## config.mk

```make
export PLATFORM = sky130hd
export DESIGN_NAME = tsi_lane
export DESIGN_NICKNAME = d
export VERILOG_FILES = /design/src/tsi_pkg.sv /design/src/tsi_lane.sv
export SDC_FILE = /design/constraint.sdc
export NUM_CORES = 1
export LEC_CHECK = 0
export BUFFER_PORTS_ARGS = -buffer_cell sky130_fd_sc_hd__buf_2
export CELL_PAD_IN_SITES_DETAIL_PLACEMENT = 0
export CELL_PAD_IN_SITES_GLOBAL_PLACEMENT = 2
export CORE_AREA = 3 3 242 244
export DETAILED_ROUTE_END_ITERATION = 10
export DIE_AREA = 0 0 245 247
export GPL_TIMING_DRIVEN = 0
export PLACE_DENSITY = 0.84
export SYNTH_ARGS = -nofsm -noshare
export SYNTH_HDL_FRONTEND = slang
export SYNTH_SLANG_ARGS = --single-unit
```

## constraint.sdc

```tcl
create_clock -name clk -period 7.8 [get_ports clk]
set_clock_uncertainty 0.2 [all_clocks]
set_input_delay 0.39 -clock clk [delete_from_list [all_inputs] [get_ports clk]]
set_output_delay 0.39 -clock clk [all_outputs]
set_load 0.02 [all_outputs]
```

## src/tsi_pkg.sv

```systemverilog
// shared widths, codes and types for the timestamp sync interpolator
`timescale 1ns / 1ps
package tsi_pkg;
  localparam int TIME_W = 48;
  localparam int LAT_W = 31;
  localparam int LON_W = 32;
  localparam int ALT_W = 28;
  localparam int GAP_W = 24;
  localparam int SPAN_W = GAP_W + 1;
  localparam int STATUS_W = 2;
  localparam int DEFAULT_DEPTH = 16;
  localparam logic [GAP_W-1:0] GAP_RESET = 24'd200000;
  // widest coordinate: every lane runs at this width so all finish together
  localparam int LANE_W = LON_W;

  localparam logic [STATUS_W-1:0] ST_OK = 2'd0;
  localparam logic [STATUS_W-1:0] ST_SHORT = 2'd1;
  localparam logic [STATUS_W-1:0] ST_EARLY = 2'd2;
  localparam logic [STATUS_W-1:0] ST_GAP = 2'd3;

  localparam logic KIND_PUSH = 1'b0;

  typedef struct packed {
    logic [TIME_W-1:0] stamp;
    logic signed [LAT_W-1:0] lat;
    logic signed [LON_W-1:0] lon;
    logic signed [ALT_W-1:0] alt;
  } entry_t;
endpackage

```

## src/tsi_lane.sv

```systemverilog
// bit-serial multiply then restoring divide for one interpolated coordinate
`timescale 1ns / 1ps
module tsi_lane #(
  parameter int W = tsi_pkg::LAT_W
) (
  input  logic                          clk,
  input  logic                          rst,
  input  logic                          go,
  input  logic [tsi_pkg::SPAN_W-1:0]    a,
  input  logic [tsi_pkg::SPAN_W-1:0]    d,
  input  logic signed [W-1:0]           v0,
  input  logic signed [W-1:0]           v1,
  output logic signed [W-1:0]           res,
  output logic                          done
);
  localparam int SW = tsi_pkg::SPAN_W;
  localparam int MAG_W = tsi_pkg::LANE_W + 1;
  localparam int PROD_W = MAG_W + SW;
  localparam int NUM_W = PROD_W + 1;
  localparam int CNT_W = $clog2(NUM_W + 1);

  logic run, mul;
  logic [CNT_W-1:0] cnt;
  logic [MAG_W-1:0] mag;
  logic neg;
  logic signed [W-1:0] base;
  logic [SW-1:0] abits;
  logic [SW-1:0] dreg;
  logic [PROD_W-1:0] acc;
  logic [NUM_W-1:0] num;
  logic [SW:0] rem;
  logic [MAG_W-1:0] q;

  logic signed [MAG_W-1:0] diff;
  logic [PROD_W-1:0] acc_next;
  logic [SW+1:0] trial;
  logic ge;
  logic [MAG_W-1:0] q_next;
  logic [MAG_W-1:0] sum;

  always_comb begin
    diff = MAG_W'(v1) - MAG_W'(v0);
    acc_next = {acc[PROD_W-2:0], 1'b0} + (abits[SW-1] ? PROD_W'(mag) : '0);
    trial = {rem, num[NUM_W-1]};
    ge = trial >= {1'b0, dreg, 1'b0};
    q_next = {q[MAG_W-2:0], ge};
    sum = neg ? (MAG_W'(base) - q_next) : (MAG_W'(base) + q_next);
  end

  always_ff @(posedge clk) begin
    if (rst) begin
      run <= 1'b0;
      mul <= 1'b0;
      done <= 1'b0;
      cnt <= '0;
    end else begin
      done <= 1'b0;
      if (go) begin
        run <= 1'b1;
        mul <= 1'b1;
        cnt <= CNT_W'(SW);
      end else if (run) begin
        cnt <= cnt - 1'b1;
        if (mul) begin
          if (cnt == CNT_W'(1)) begin
            mul <= 1'b0;
            cnt <= CNT_W'(NUM_W);
          end
        end else if (cnt == CNT_W'(1)) begin
          run <= 1'b0;
          done <= 1'b1;
        end
      end
    end
  end

  // datapath
  always_ff @(posedge clk) begin
    if (go) begin
      neg <= diff[MAG_W-1];
      mag <= diff[MAG_W-1] ? (MAG_W'(0) - diff) : diff;
      base <= v0;
      abits <= a;
      dreg <= d;
      acc <= '0;
    end else if (run) begin
      if (mul) begin
        abits <= {abits[SW-2:0], 1'b0};
        acc <= acc_next;
        if (cnt == CNT_W'(1)) begin
          // numerator 2*prod + d so the divide by 2*d rounds half away
          num <= {acc_next, 1'b0} + NUM_W'(dreg);
          rem <= '0;
          q <= '0;
        end
      end else begin
        num <= {num[NUM_W-2:0], 1'b0};
        rem <= ge ? (SW+1)'(trial - {1'b0, dreg, 1'b0}) : trial[SW:0];
        q <= q_next;
        if (cnt == CNT_W'(1)) res <= sum[W-1:0];
      end
    end
  end
endmodule

```

==> key figures, run 1 <==
Run status
  • Run status: finished clean

Cells and area
  • Count of nets after finishing: 2927
  • Total area of multi-input combinational cells: 0.0126 mm²
  • Layout overhead on the synthesized area: 18.4%
  • Count of filler cells inserted in the layout: 5354
  • Reg area: 0.00916 mm²
  • Number of antenna cells inserted: 0
  • Share of layout cells above drive strength 1: 0.125
  • Design area: 0.0267 mm²

Synth
  • Most used DFF post-synth: sky130_fd_sc_hd__edfxtp_1
  • Number of register bits inferred by synthesis: 327
  • Net count of the mapped netlist: 2647
  • Synth area leaders: sky130_fd_sc_hd__edfxtp_1 35%, sky130_fd_sc_hd__ha_1 8.1%, sky130_fd_sc_hd__xnor2_1 6.6%
  • Number of warnings reported in the yosys synthesis log: 0
  • Number of standard cells after synthesis: 2381
  • Mean cell area of the mapped netlist: 9.46 µm²
  • Post-synthesis async set-or-reset flop share: 0
  • Share of the yosys chip area belonging to registers: 0.406
  • Number of distinct standard cells referenced by the synthesized netlist: 92
  • Share of Yosys cell area claimed by the top area cell type: 0.348
  • Top post-synthesis cells by count: 261 x sky130_fd_sc_hd__edfxtp_1, 226 x sky130_fd_sc_hd__a21oi_1, 216 x sky130_fd_sc_hd__nand2_1, 169 x sky130_fd_sc_hd__nor2_1, 169 x sky130_fd_sc_hd__xnor2_1
  • Leading area contributor after synthesis: sky130_fd_sc_hd__edfxtp_1
  • Most frequently used cell type in the post-synthesis netlist: sky130_fd_sc_hd__edfxtp_1
  • Netlist area before placement: 0.0225 mm²
  • Number of enable flip-flop cells after synthesis: 261

Timing
  • Final min period: 7.15 ns
  • Final worst hold slack: 0.125 ns
  • Slew headroom: 0.272
  • RSZ-0062 raised after global routing: no
  • Final-report setup violation count: 0
  • Final period utilization: 0.917
  • Final Slew Violations: 0
  • Measured slew at the worst slew-check pin: 1.09 ns
  • Count of final hold-check violations: 0
  • Upper clock frequency limit: 0.140 GHz
  • Setup Total Neg Slack: 0 ns

Setup path
  • Worst path slowest cell: sky130_fd_sc_hd__nor4_4
  • Crit Path Class: flop to flop
  • Endpoint of the worst setup timing path: res[29]
  • Critical path startpoint category: flop
  • Worst EP arrival: 7.27 ns
  • Number of logic stages on the critical path including buffering: 28
  • Cells on worst reg2reg path: 28
  • Kind of cell with the highest combined delay on the critical path: compound AO/OA/AOI/OAI gates
  • WP buf/inv: 5
  • Worst-path maximum fanout: 10
  • Most used cell, CP: sky130_fd_sc_hd__a21oi_1
  • Capture instance of the worst register-to-register path: res[29]
  • Critical path endpoint category: flop
  • Largest stage delay, worst path: 0.51 ns
  • FF-to-FF setup slack: 0.65 ns
  • Start point of the critical path: dreg[11]
  • Required time reported for the critical path endpoint: 7.92 ns
  • R2r startpoint: dreg[11]

Clocking
  • Number of sinks driven by the clock tree: 327
  • CTS Buf Count: 41
  • Reg clk slew, reported paths: 0.06 ns
  • H-tree lvl count: 2
  • Clock tree from TritonCTS: built
  • CTS root buffer: sky130_fd_sc_hd__clkbuf_16
  • # Post-CTS Setup Buffers: 0
  • Clock buffer depth: 3
  • Clock latency on the worst-skew pair: 0.58 ns

Global route
  • Maximum number of pins on one net before global-route repair: 59
  • Overflow left after global routing: 0
  • Initial antenna violation count: 1
  • Global-route wire length before repair: 103000 µm
  • Total GRT Usage: 0.215
  • Via count of the first global-routing pass: 18500

Route
  • Routed length on met2: 30200 µm
  • DRC Markers: 0
  • Highest metal layer with signal wires: met4
  • 1st-pass router iterations: 5
  • Routed length on met3: 2910 µm
  • Met1 layer wirelength in the final routing: 30700 µm
  • Drt wl/cell: 19.0 µm
  • Detail-routed via count per cell: 5.49
  • Antenna-violating nets left: 0
  • Via total after detailed routing: 18900
  • Final routed wirelength across all metal layers: 65600 µm
  • Number of violations reported at the end of detailed-routing iteration 0: 1251

Power
  • LEAKAGE: 0.0105 µW
  • Worst supply voltage drop on vdd: 0.136 mV
  • Cell Pwr Density: 217 mW/mm²

Flow run
  • Number of max-cap violations: 0

Placed design
  • Gp weighted congestion: 0.883
  • Placed Instance Area: 0.0244 mm²
  • Port buffer count: 145
  • Detail Placement HPWL: 49700 µm

Floorplan
  • Height of the chip: 247 µm
  • Die Span X: 245 µm
  • Die Area: 0.0605 mm²
  • I/O pin total: 147
  • Starting density of the core: 0.399
  • Number of cell rows: 87
  • Std-Cell Core Area: 0.0565 mm²

Worst hold path
  • Worst Hold Class: input port to flop
metal layers:
metal / global-route usage / vias up
met3: 0.0306 / 89
met2: 0.354 / 408
li1: - / 9323
met1: 0.296 / 9105
met5: 0 / -
met4: 0.0606 / 0
how the worst min path moves through the flow:
stage	start	endpoint	slack [ns]	depth (start not counted)
after global placement	acc[19]	acc[19]	0.25	2
after global routing	go	base[27]	0.13	1
after detailed placement	acc[26]	acc[26]	0.25	2
after floorplan	acc[0]	acc[0]	0.24	2
after CTS	go	neg	0.11	1
final	go	base[27]	0.12	1
where the power goes:
part | leakage [µW] | internal [µW] | switching, µW
registers | 0.00301 | 2080 | 66.3
logic | 0.00681 | 678 | 945
clock network | 0.000693 | 1230 | 790
metrics by stage:
step | total power [µW] | utilization | cells | worst slack (ns)
2_1_floorplan | 3340 | - | 2381 | 0.664
3_3_place_gp | 3740 | 0.428 | 3282 | -3.50
3_5_place_dp | 3750 | 0.432 | 3292 | 0.259
4_1_cts | 5840 | 0.471 | 3449 | 0.160
5_1_grt | 6120 | 0.472 | 3449 | 0.0484
6_report | 5790 | 0.472 | 3449 | 0.649
area by class of cell:
| cell class | count | share of cell area |
|---|---|---|
| flip-flops and latches | 327 | 0.343 |
| plain buffers | 87 | 0.0129 |
| well taps | 756 | 0.0355 |
| repair buffers | 237 | 0.0641 |
| clock inverters | 19 | 0.0103 |
| clock buffers | 56 | 0.0428 |
| multi-input cells | 1845 | 0.474 |
| inverters | 122 | 0.0172 |
worst reg2reg max path, delay by kind of cell, from the launching register on:
| kind | cells | cell delay (ns) |
|---|---|---|
| fa+ha+maj | 3 | 0.96 |
| flops | 1 | 0.44 |
| buf+inv | 5 | 1.01 |
| simple gates | 6 | 1.34 |
| compound gates | 12 | 2.66 |
| xor+xnor | 2 | 0.30 |
layout by cell type (no fill, tap or decap), types with 73 or more instances in the layout:
cell / count
sky130_fd_sc_hd__a21oi_1: 225
sky130_fd_sc_hd__buf_2: 151
sky130_fd_sc_hd__clkbuf_1: 73
sky130_fd_sc_hd__dlygate4sd3_1: 82
sky130_fd_sc_hd__edfxtp_1: 261
sky130_fd_sc_hd__ha_1: 146
sky130_fd_sc_hd__inv_1: 121
sky130_fd_sc_hd__nand2_1: 216
sky130_fd_sc_hd__nor2_1: 169
sky130_fd_sc_hd__o21ai_0: 88
sky130_fd_sc_hd__xnor2_1: 169
flip-flops by register name (all words and copies together) (netlist names):
name	cells
abits	25
num	59
res	31
neg	1
base	31
q	30
mag	33
acc	57
dreg	25
cnt	6
rem	26
done	1
run	1
mul	1
kinds of logic (layout without fill, tap and decap cells):
logic type | after synthesis | count (layout) | share of synthesized area
buffers and inverters | 209 | 521 | 0.0356
xor gates and xnor gates | 214 | 214 | 0.0832
DFF | 327 | 327 | 0.406
muxes | 62 | 62 | 0.0307
and+or+nand+nor | 775 | 775 | 0.173
adders and majority gates | 151 | 151 | 0.0855
AOI/OAI and AO/OA | 642 | 642 | 0.185
other | 1 | 1 | 0.000166
what timing repair did:
action / in CTS / in global routing
endpoints found under the setup margin: 0 / 9
endpoints found under the hold margin: 83 / 0
resized for setup: 0 / 6
hold buffers: 82 / 0
(Power assumes the default switching activity.)
==> inputs of run 2 (changes only) <==
--- a/config.mk
+++ b/config.mk
@@ -13,6 +13,7 @@
 export DIE_AREA = 0 0 245 247
 export GPL_TIMING_DRIVEN = 0
 export PLACE_DENSITY = 0.84
+export RECOVER_POWER = 25
 export SYNTH_ARGS = -nofsm -noshare
 export SYNTH_HDL_FRONTEND = slang
 export SYNTH_SLANG_ARGS = --single-unit
==> run 2 against run 1 <==
Effect of this change:
- the flow now finishes with violations (capacitance limit, slew limit)
- via count is 0.10% lower
- first-iteration DRC count is 4.0% higher
- count of clock-buffer cells in the layout stayed put
- design area is 0.28% lower
- sequential power hardly changed
- maximum frequency is 0.11% lower
- global-route usage stayed put
- flip-flop and latch count stayed put
==> key figures, run 2 (synthesis results as in run 1) <==
Run status
  • Run status: finished with violations (was finished clean)
  • Violations in the final reports: capacitance limit, slew limit

Setup path
  • Largest stage delay, worst path: 0.67 ns (was 0.51 ns)
  • Most used cell, CP: sky130_fd_sc_hd__ha_1 (was sky130_fd_sc_hd__a21oi_1)
  • Critical path startpoint category: flop (unchanged)
  • Required time reported for the critical path endpoint: 7.88 ns (was 7.92 ns)
  • Kind of cell with the highest combined delay on the critical path: simple AND/OR/NAND/NOR gates (was compound AO/OA/AOI/OAI gates)
  • Crit Path Class: flop to flop (unchanged)
  • WP buf/inv: 2 (was 5)
  • Worst path slowest cell: sky130_fd_sc_hd__nor4_4 (unchanged)
  • Cell Chain, Critical Path: clkbuf_1, and2_1, ha_1, inv_1, fa_1, nand2b_1, a21oi_1, o21bai_1, nand2_1, xor2_1, ha_1, nand4_1, o21ai_0, a31oi_1, a21o_1, a211oi_1, nand4b_1, nor4_4, nor3b_1, o31ai_1
  • Worst EP arrival: 7.24 ns (was 7.27 ns)
  • Critical path endpoint category: flop (unchanged)
  • Worst-path maximum fanout: 10 (unchanged)

Floorplan
  • Die Area: 0.0605 mm² (unchanged)
  • Starting density of the core: 0.399 (unchanged)
  • Die Span X: 245 µm (unchanged)
  • Height of the chip: 247 µm (unchanged)
  • Std-Cell Core Area: 0.0565 mm² (unchanged)
  • Number of cell rows: 87 (unchanged)
  • I/O pin total: 147 (unchanged)

Global route
  • Initial antenna violation count: 1 (unchanged)
  • Total GRT Usage: 0.215 (unchanged)
  • Global-route wire length before repair: 103000 µm (unchanged)
  • Overflow left after global routing: 0 (unchanged)
  • Maximum number of pins on one net before global-route repair: 59 (unchanged)
  • Via count of the first global-routing pass: 18500 (unchanged)

Timing
  • Upper clock frequency limit: 0.140 GHz (about the same)
  • Final min period: 7.16 ns (was 7.15 ns)
  • Measured slew at the worst slew-check pin: 3.34 ns (was 1.09 ns)
  • Final-report setup violation count: 0 (unchanged)
  • Setup Total Neg Slack: 0 ns (unchanged)
  • Slew headroom: -1.23 (was 0.272)
  • Final period utilization: 0.918 (was 0.917)
  • Count of final hold-check violations: 0 (unchanged)
  • Final Slew Violations: 94 (was 0)
  • Setup WS post-layout: 0.641 ns (was 0.649 ns)
  • RSZ-0062 raised after global routing: no (unchanged)

Route
  • DRC Markers: 0 (unchanged)
  • Via total after detailed routing: 18900 (about the same)
  • Drt wl/cell: 19.0 µm (about the same)
  • Antenna-violating nets left: 0 (unchanged)
  • 1st-pass router iterations: 5 (unchanged)
  • Detail-routed via count per cell: 5.48 (was 5.49)
  • Number of violations reported at the end of detailed-routing iteration 0: 1301 (was 1251)
  • Final routed wirelength across all metal layers: 65600 µm (about the same)

Clocking
  • Reg clk slew, reported paths: 0.06 ns (about the same)
  • Clock buffer depth: 3 (unchanged)
  • Clock latency on the worst-skew pair: 0.58 ns (about the same)
  • CTS root buffer: sky130_fd_sc_hd__clkbuf_16 (unchanged)
  • # Post-CTS Setup Buffers: 0 (unchanged)
  • CTS Buf Count: 41 (unchanged)
  • Clock tree from TritonCTS: built (unchanged)
  • H-tree lvl count: 2 (unchanged)
  • Number of sinks driven by the clock tree: 327 (unchanged)

Worst hold path
  • Worst Hold Class: input port to flop (unchanged)

Cells and area
  • Count of filler cells inserted in the layout: 5377 (was 5354)
  • Number of antenna cells inserted: 0 (unchanged)
  • Share of layout cells above drive strength 1: 0.110 (was 0.125)
  • Count of nets after finishing: 2927 (unchanged)
  • Top flop regs: num (59), acc (57), mag (33) (unchanged)
  • Layout overhead on the synthesized area: 18.0% (was 18.4%)
  • Register with the highest flop count: num (unchanged)
  • Leading cell type in the layout, fill and taps excluded: sky130_fd_sc_hd__edfxtp_1 (unchanged)
  • Max reg flops: 59 (unchanged)
  • Leading cell types in the layout, fill and taps excluded: 261 x sky130_fd_sc_hd__edfxtp_1, 225 x sky130_fd_sc_hd__a21oi_1, 216 x sky130_fd_sc_hd__nand2_1 (unchanged)

Power
  • Worst supply voltage drop on vdd: 0.136 mV (about the same)
  • Sum of internal, switching and leakage power: 5790 µW (about the same)
  • Cell Pwr Density: 218 mW/mm² (was 217 mW/mm²)
  • LEAKAGE: 0.0104 µW (was 0.0105 µW)

Placed design
  • Port buffer count: 145 (unchanged)
  • Post-place setup slack: 0.259 ns (unchanged)
  • Detail Placement HPWL: 49700 µm (unchanged)
  • Gp weighted congestion: 0.883 (unchanged)

Flow run
  • Number of max-cap violations: 2 (was 0)
[run 2: cell types whose count changed in the layout (fill, tap and decap cells not counted), sizes merged]
cell | before | now
clkbuf | 120 | 160
buf | 178 | 138
[run 2: where the power goes]
group | internal, µW | total, µW | switching [µW]
combinational | 674 | 1620 | 945
clock | 1230 | 2020 | 789
sequential | 2080 | 2150 | 66.5
[run 2: final timing paths]
check	startpoint	end	slack, ns	depth (start not counted)
min reg2reg	acc[12]	acc[12]	0.26	2
min	v1[0]	mag[0]	0.20	4
max	abits[24]	num[47]	0.64	20
max reg2reg	abits[24]	num[47]	0.64	20
[run 2: metal layers]
layer	global-route usage	routed length [µm]
met4	0.0606	1750
met1	0.296	30600
met5	0	0
met3	0.0306	3040
met2	0.354	30200
[run 2: area by class of cell]
type / instances / area (µm²) / area share
plain buffers: 87 / 345 / 0.0130
clock buffers: 56 / 1140 / 0.0430
clock inverters: 19 / 275 / 0.0104
inverters: 122 / 458 / 0.0172
multi-input cells: 1845 / 12600 / 0.475
flip-flops and latches: 327 / 9160 / 0.344
well taps: 756 / 946 / 0.0356
repair buffers: 237 / 1640 / 0.0615
[run 2: repair_timing]
| action | CTS | global route |
|---|---|---|
| hold buffers | 82 | 0 |
| gates resized for setup | 0 | 6 |
| hold endpoints to repair | 83 | 0 |
| setup endpoints to repair | 0 | 9 |
[run 2: worst min-delay path: stages]
cell	delay, ns
sky130_fd_sc_hd__buf_2	0.10
sky130_fd_sc_hd__inv_1	0.06
sky130_fd_sc_hd__ha_1	0.21
sky130_fd_sc_hd__inv_1	0.05
[run 2: metrics by stage]
stage               hold WS (ns)  utilization  area, µm²  std cells
finish                     0.200        0.471      26600       3449
floorplan                  0.241            -      22500       2381
global route               0.202        0.471      26600       3449
detailed placement         0.252        0.432      24400       3292
CTS                        0.107        0.471      26600       3449
global placement           0.247        0.428      24200       3282
==> inputs of run 3 (changes only) <==
--- a/config.mk
+++ b/config.mk
@@ -8,11 +8,11 @@
 export BUFFER_PORTS_ARGS = -buffer_cell sky130_fd_sc_hd__buf_2
 export CELL_PAD_IN_SITES_DETAIL_PLACEMENT = 0
 export CELL_PAD_IN_SITES_GLOBAL_PLACEMENT = 2
-export CORE_AREA = 3 3 242 244
+export CORE_AREA = 2 2 232 234
 export DETAILED_ROUTE_END_ITERATION = 10
-export DIE_AREA = 0 0 245 247
+export DIE_AREA = 0 0 234 236
 export GPL_TIMING_DRIVEN = 0
-export PLACE_DENSITY = 0.84
+export PLACE_DENSITY = 0.9
 export RECOVER_POWER = 25
 export SYNTH_ARGS = -nofsm -noshare
 export SYNTH_HDL_FRONTEND = slang
==> constraint.sdc (replaced) <==
create_clock -name clk -period 9.1 [get_ports clk]
set_clock_uncertainty 0.2 [all_clocks]
set_input_delay 0.455 -clock clk [delete_from_list [all_inputs] [get_ports clk]]
set_output_delay 0.455 -clock clk [all_outputs]
set_load 0.02 [all_outputs]
==> run 3 against run 2 <==
Effect of this change:
- the run still ends with capacitance limit, slew limit left
- count of clock-buffer cells in the layout is 4 lower
- non-clock buffer count is 1 lower
- sequential power is 14% lower
- via count is 0.26% lower
- final cell count is 1.8% lower
- maximum frequency is 9.1% lower
- combinational power is 14% lower
- register-to-register slack better by 0.58 ns
- flip-flop and latch count stayed put
- utilization is 2.5 points higher
- largest cell class unchanged
==> key figures, run 3 (synthesis results as in run 1) <==
Placed design
  • Gp weighted congestion: 0.909 (was 0.883)
  • Post-place setup slack: 1.36 ns (was 0.259 ns)
  • Detail Placement HPWL: 48700 µm (was 49700 µm)
  • Placed Instance Area: 0.0243 mm² (was 0.0244 mm²)
  • Port buffer count: 145 (unchanged)

Global route
  • Via count of the first global-routing pass: 18400 (was 18500)
  • Total GRT Usage: 0.231 (was 0.215)
  • Initial antenna violation count: 1 (unchanged)
  • Overflow left after global routing: 0 (unchanged)
  • Maximum number of pins on one net before global-route repair: 55 (was 59)
  • Global-route wire length before repair: 100000 µm (was 103000 µm)

Setup path
  • Largest stage delay, worst path: 0.78 ns (was 0.67 ns)
  • Kind of cell with the highest combined delay on the critical path: compound AO/OA/AOI/OAI gates (was simple AND/OR/NAND/NOR gates)
  • Worst EP arrival: 7.99 ns (was 7.24 ns)
  • WP buf/inv: 2 (unchanged)
  • Critical path startpoint category: flop (unchanged)
  • Crit Path Class: flop to flop (unchanged)
  • Worst-path maximum fanout: 10 (unchanged)
  • Required time reported for the critical path endpoint: 9.21 ns (was 7.88 ns)
  • Critical path endpoint category: flop (unchanged)
  • Cell Chain, Critical Path: clkbuf_1, and2_1, ha_1, inv_1, fa_1, nand2b_1, a21oi_1, o21bai_1, o21ai_0, xor2_1, ha_1, and3_1, a31o_2, a211o_1, a221o_1, o31ai_1, nor4_1, o2111ai_1, nor2_2, mux2_2, a221o_1 (was clkbuf_1, and2_1, ha_1, inv_1, fa_1, nand2b_1, a21oi_1, o21bai_1, nand2_1, xor2_1, ha_1, nand4_1, o21ai_0, a31oi_1, a21o_1, a211oi_1, nand4b_1, nor4_4, nor3b_1, o31ai_1)
  • Worst path slowest cell: sky130_fd_sc_hd__nor4_1 (was sky130_fd_sc_hd__nor4_4)

Route
  • Final routed wirelength across all metal layers: 64000 µm (was 65600 µm)
  • Number of violations reported at the end of detailed-routing iteration 0: 1254 (was 1301)
  • Via total after detailed routing: 18900 (about the same)
  • Detail-routed via count per cell: 5.57 (was 5.48)
  • 1st-pass router iterations: 5 (unchanged)
  • Drt wl/cell: 18.9 µm (was 19.0 µm)
  • DRC Markers: 0 (unchanged)
  • Antenna-violating nets left: 0 (unchanged)

Floorplan
  • Die Span X: 234 µm (was 245 µm)
  • Std-Cell Core Area: 0.0531 mm² (was 0.0565 mm²)
  • Starting density of the core: 0.425 (was 0.399)
  • Height of the chip: 236 µm (was 247 µm)
  • Die Area: 0.0552 mm² (was 0.0605 mm²)
  • I/O pin total: 147 (unchanged)
  • Number of cell rows: 85 (was 87)

Cells and area
  • Share of layout cells above drive strength 1: 0.104 (was 0.110)
  • Reg area: 0.00916 mm² (unchanged)
  • Leading cell type in the layout, fill and taps excluded: sky130_fd_sc_hd__edfxtp_1 (unchanged)
  • Count of nets after finishing: 2925 (was 2927)
  • Max reg flops: 59 (unchanged)
  • Leading cell types in the layout, fill and taps excluded: 261 x sky130_fd_sc_hd__edfxtp_1, 225 x sky130_fd_sc_hd__a21oi_1, 216 x sky130_fd_sc_hd__nand2_1 (unchanged)
  • Top flop regs: num (59), acc (57), mag (33) (unchanged)
  • Count of filler cells inserted in the layout: 4969 (was 5377)
  • Layout overhead on the synthesized area: 16.7% (was 18.0%)
  • Register with the highest flop count: num (unchanged)
  • Number of antenna cells inserted: 0 (unchanged)
  • Total area of multi-input combinational cells: 0.0126 mm² (about the same)
  • Design area: 0.0263 mm² (was 0.0266 mm²)

Power
  • Sum of internal, switching and leakage power: 4790 µW (was 5790 µW)
  • Cell Pwr Density: 182 mW/mm² (was 218 mW/mm²)
  • LEAKAGE: 0.0103 µW (was 0.0104 µW)
  • Worst supply voltage drop on vdd: 0.123 mV (was 0.136 mV)

Clocking
  • Clock tree from TritonCTS: built (unchanged)
  • CTS Buf Count: 40 (was 41)
  • Number of sinks driven by the clock tree: 327 (unchanged)
  • Clock buffer depth: 3 (unchanged)
  • # Post-CTS Setup Buffers: 0 (unchanged)
  • Reg clk slew, reported paths: 0.06 ns (about the same)
  • Clock latency on the worst-skew pair: 0.57 ns (was 0.58 ns)
  • H-tree lvl count: 2 (unchanged)
  • CTS root buffer: sky130_fd_sc_hd__clkbuf_16 (unchanged)

Timing
  • Count of final hold-check violations: 0 (unchanged)
  • Measured slew at the worst slew-check pin: 2.95 ns (was 3.34 ns)
  • Setup Total Neg Slack: 0 ns (unchanged)
  • Slew headroom: -0.966 (was -1.23)
  • Setup WS post-layout: 1.22 ns (was 0.641 ns)
  • Upper clock frequency limit: 0.127 GHz (was 0.140 GHz)
  • Final period utilization: 0.866 (was 0.918)
  • Final Slew Violations: 94 (unchanged)
  • Final min period: 7.88 ns (was 7.16 ns)
  • RSZ-0062 raised after global routing: no (unchanged)
  • Final-report setup violation count: 0 (unchanged)

Run status
  • Run status: finished with violations (unchanged)
  • Violations in the final reports: capacitance limit, slew limit (unchanged)

Flow run
  • Number of max-cap violations: 2 (unchanged)

Worst hold path
  • Worst Hold Class: input port to flop (unchanged)
## run 3: cell count changes in the layout (fill, tap and decap cells not counted), sizes merged
cell,delta
clkbuf,+2
clkinvlp,+1
dlygate4sd3,-1
buf,-6
clkinv,+5
bufinv,-4
## run 3: area by class of cell
type	instances	share of cell area
plain buffers	87	0.0131
clock buffers	52	0.0418
clock inverters	21	0.00623
inverters	122	0.0174
multi-input cells	1845	0.479
flip-flops and latches	327	0.348
well taps	696	0.0331
repair buffers	236	0.0612
## run 3: power by group
part | leakage, µW | internal, µW | switching, µW
Clock | 0.000618 | 910 | 651
Combinational | 0.00665 | 577 | 810
Sequential | 0.00301 | 1780 | 57.5
Total | 0.0103 | 3270 | 1520
## run 3: layer usage
layer | GRT usage | vias up | routed length [µm]
li1 | - | 9308 | -
met4 | 0.0667 | 0 | 1700
met5 | 0 | - | 0
met3 | 0.0368 | 91 | 3400
met2 | 0.379 | 466 | 29700
met1 | 0.312 | 8992 | 29100
## run 3: path summary, 6_finish.rpt
path                                 from      end  slack, ns  cells after the start
worst max-delay path            abits[24]  num[52]       1.22                     21
worst min-delay path                  rst      mul       0.07                      2
worst min register to register    acc[16]  acc[16]       0.26                      2
worst max register to register  abits[24]  num[52]       1.22                     21
## run 3: what timing repair did
action	CTS	global route
hold buffers	81	0
endpoints found under the hold margin	81	0
resized for setup	0	0
setup endpoints to repair	0	0
## run 3: stage by stage
stage	cells	hold WS, ns	utilization
2_1_floorplan	2381	0.241	-
3_3_place_gp	3222	0.247	0.455
3_5_place_dp	3232	0.254	0.458
4_1_cts	3386	0.0351	0.497
5_1_grt	3386	0.0925	0.496
6_report	3386	0.0727	0.496
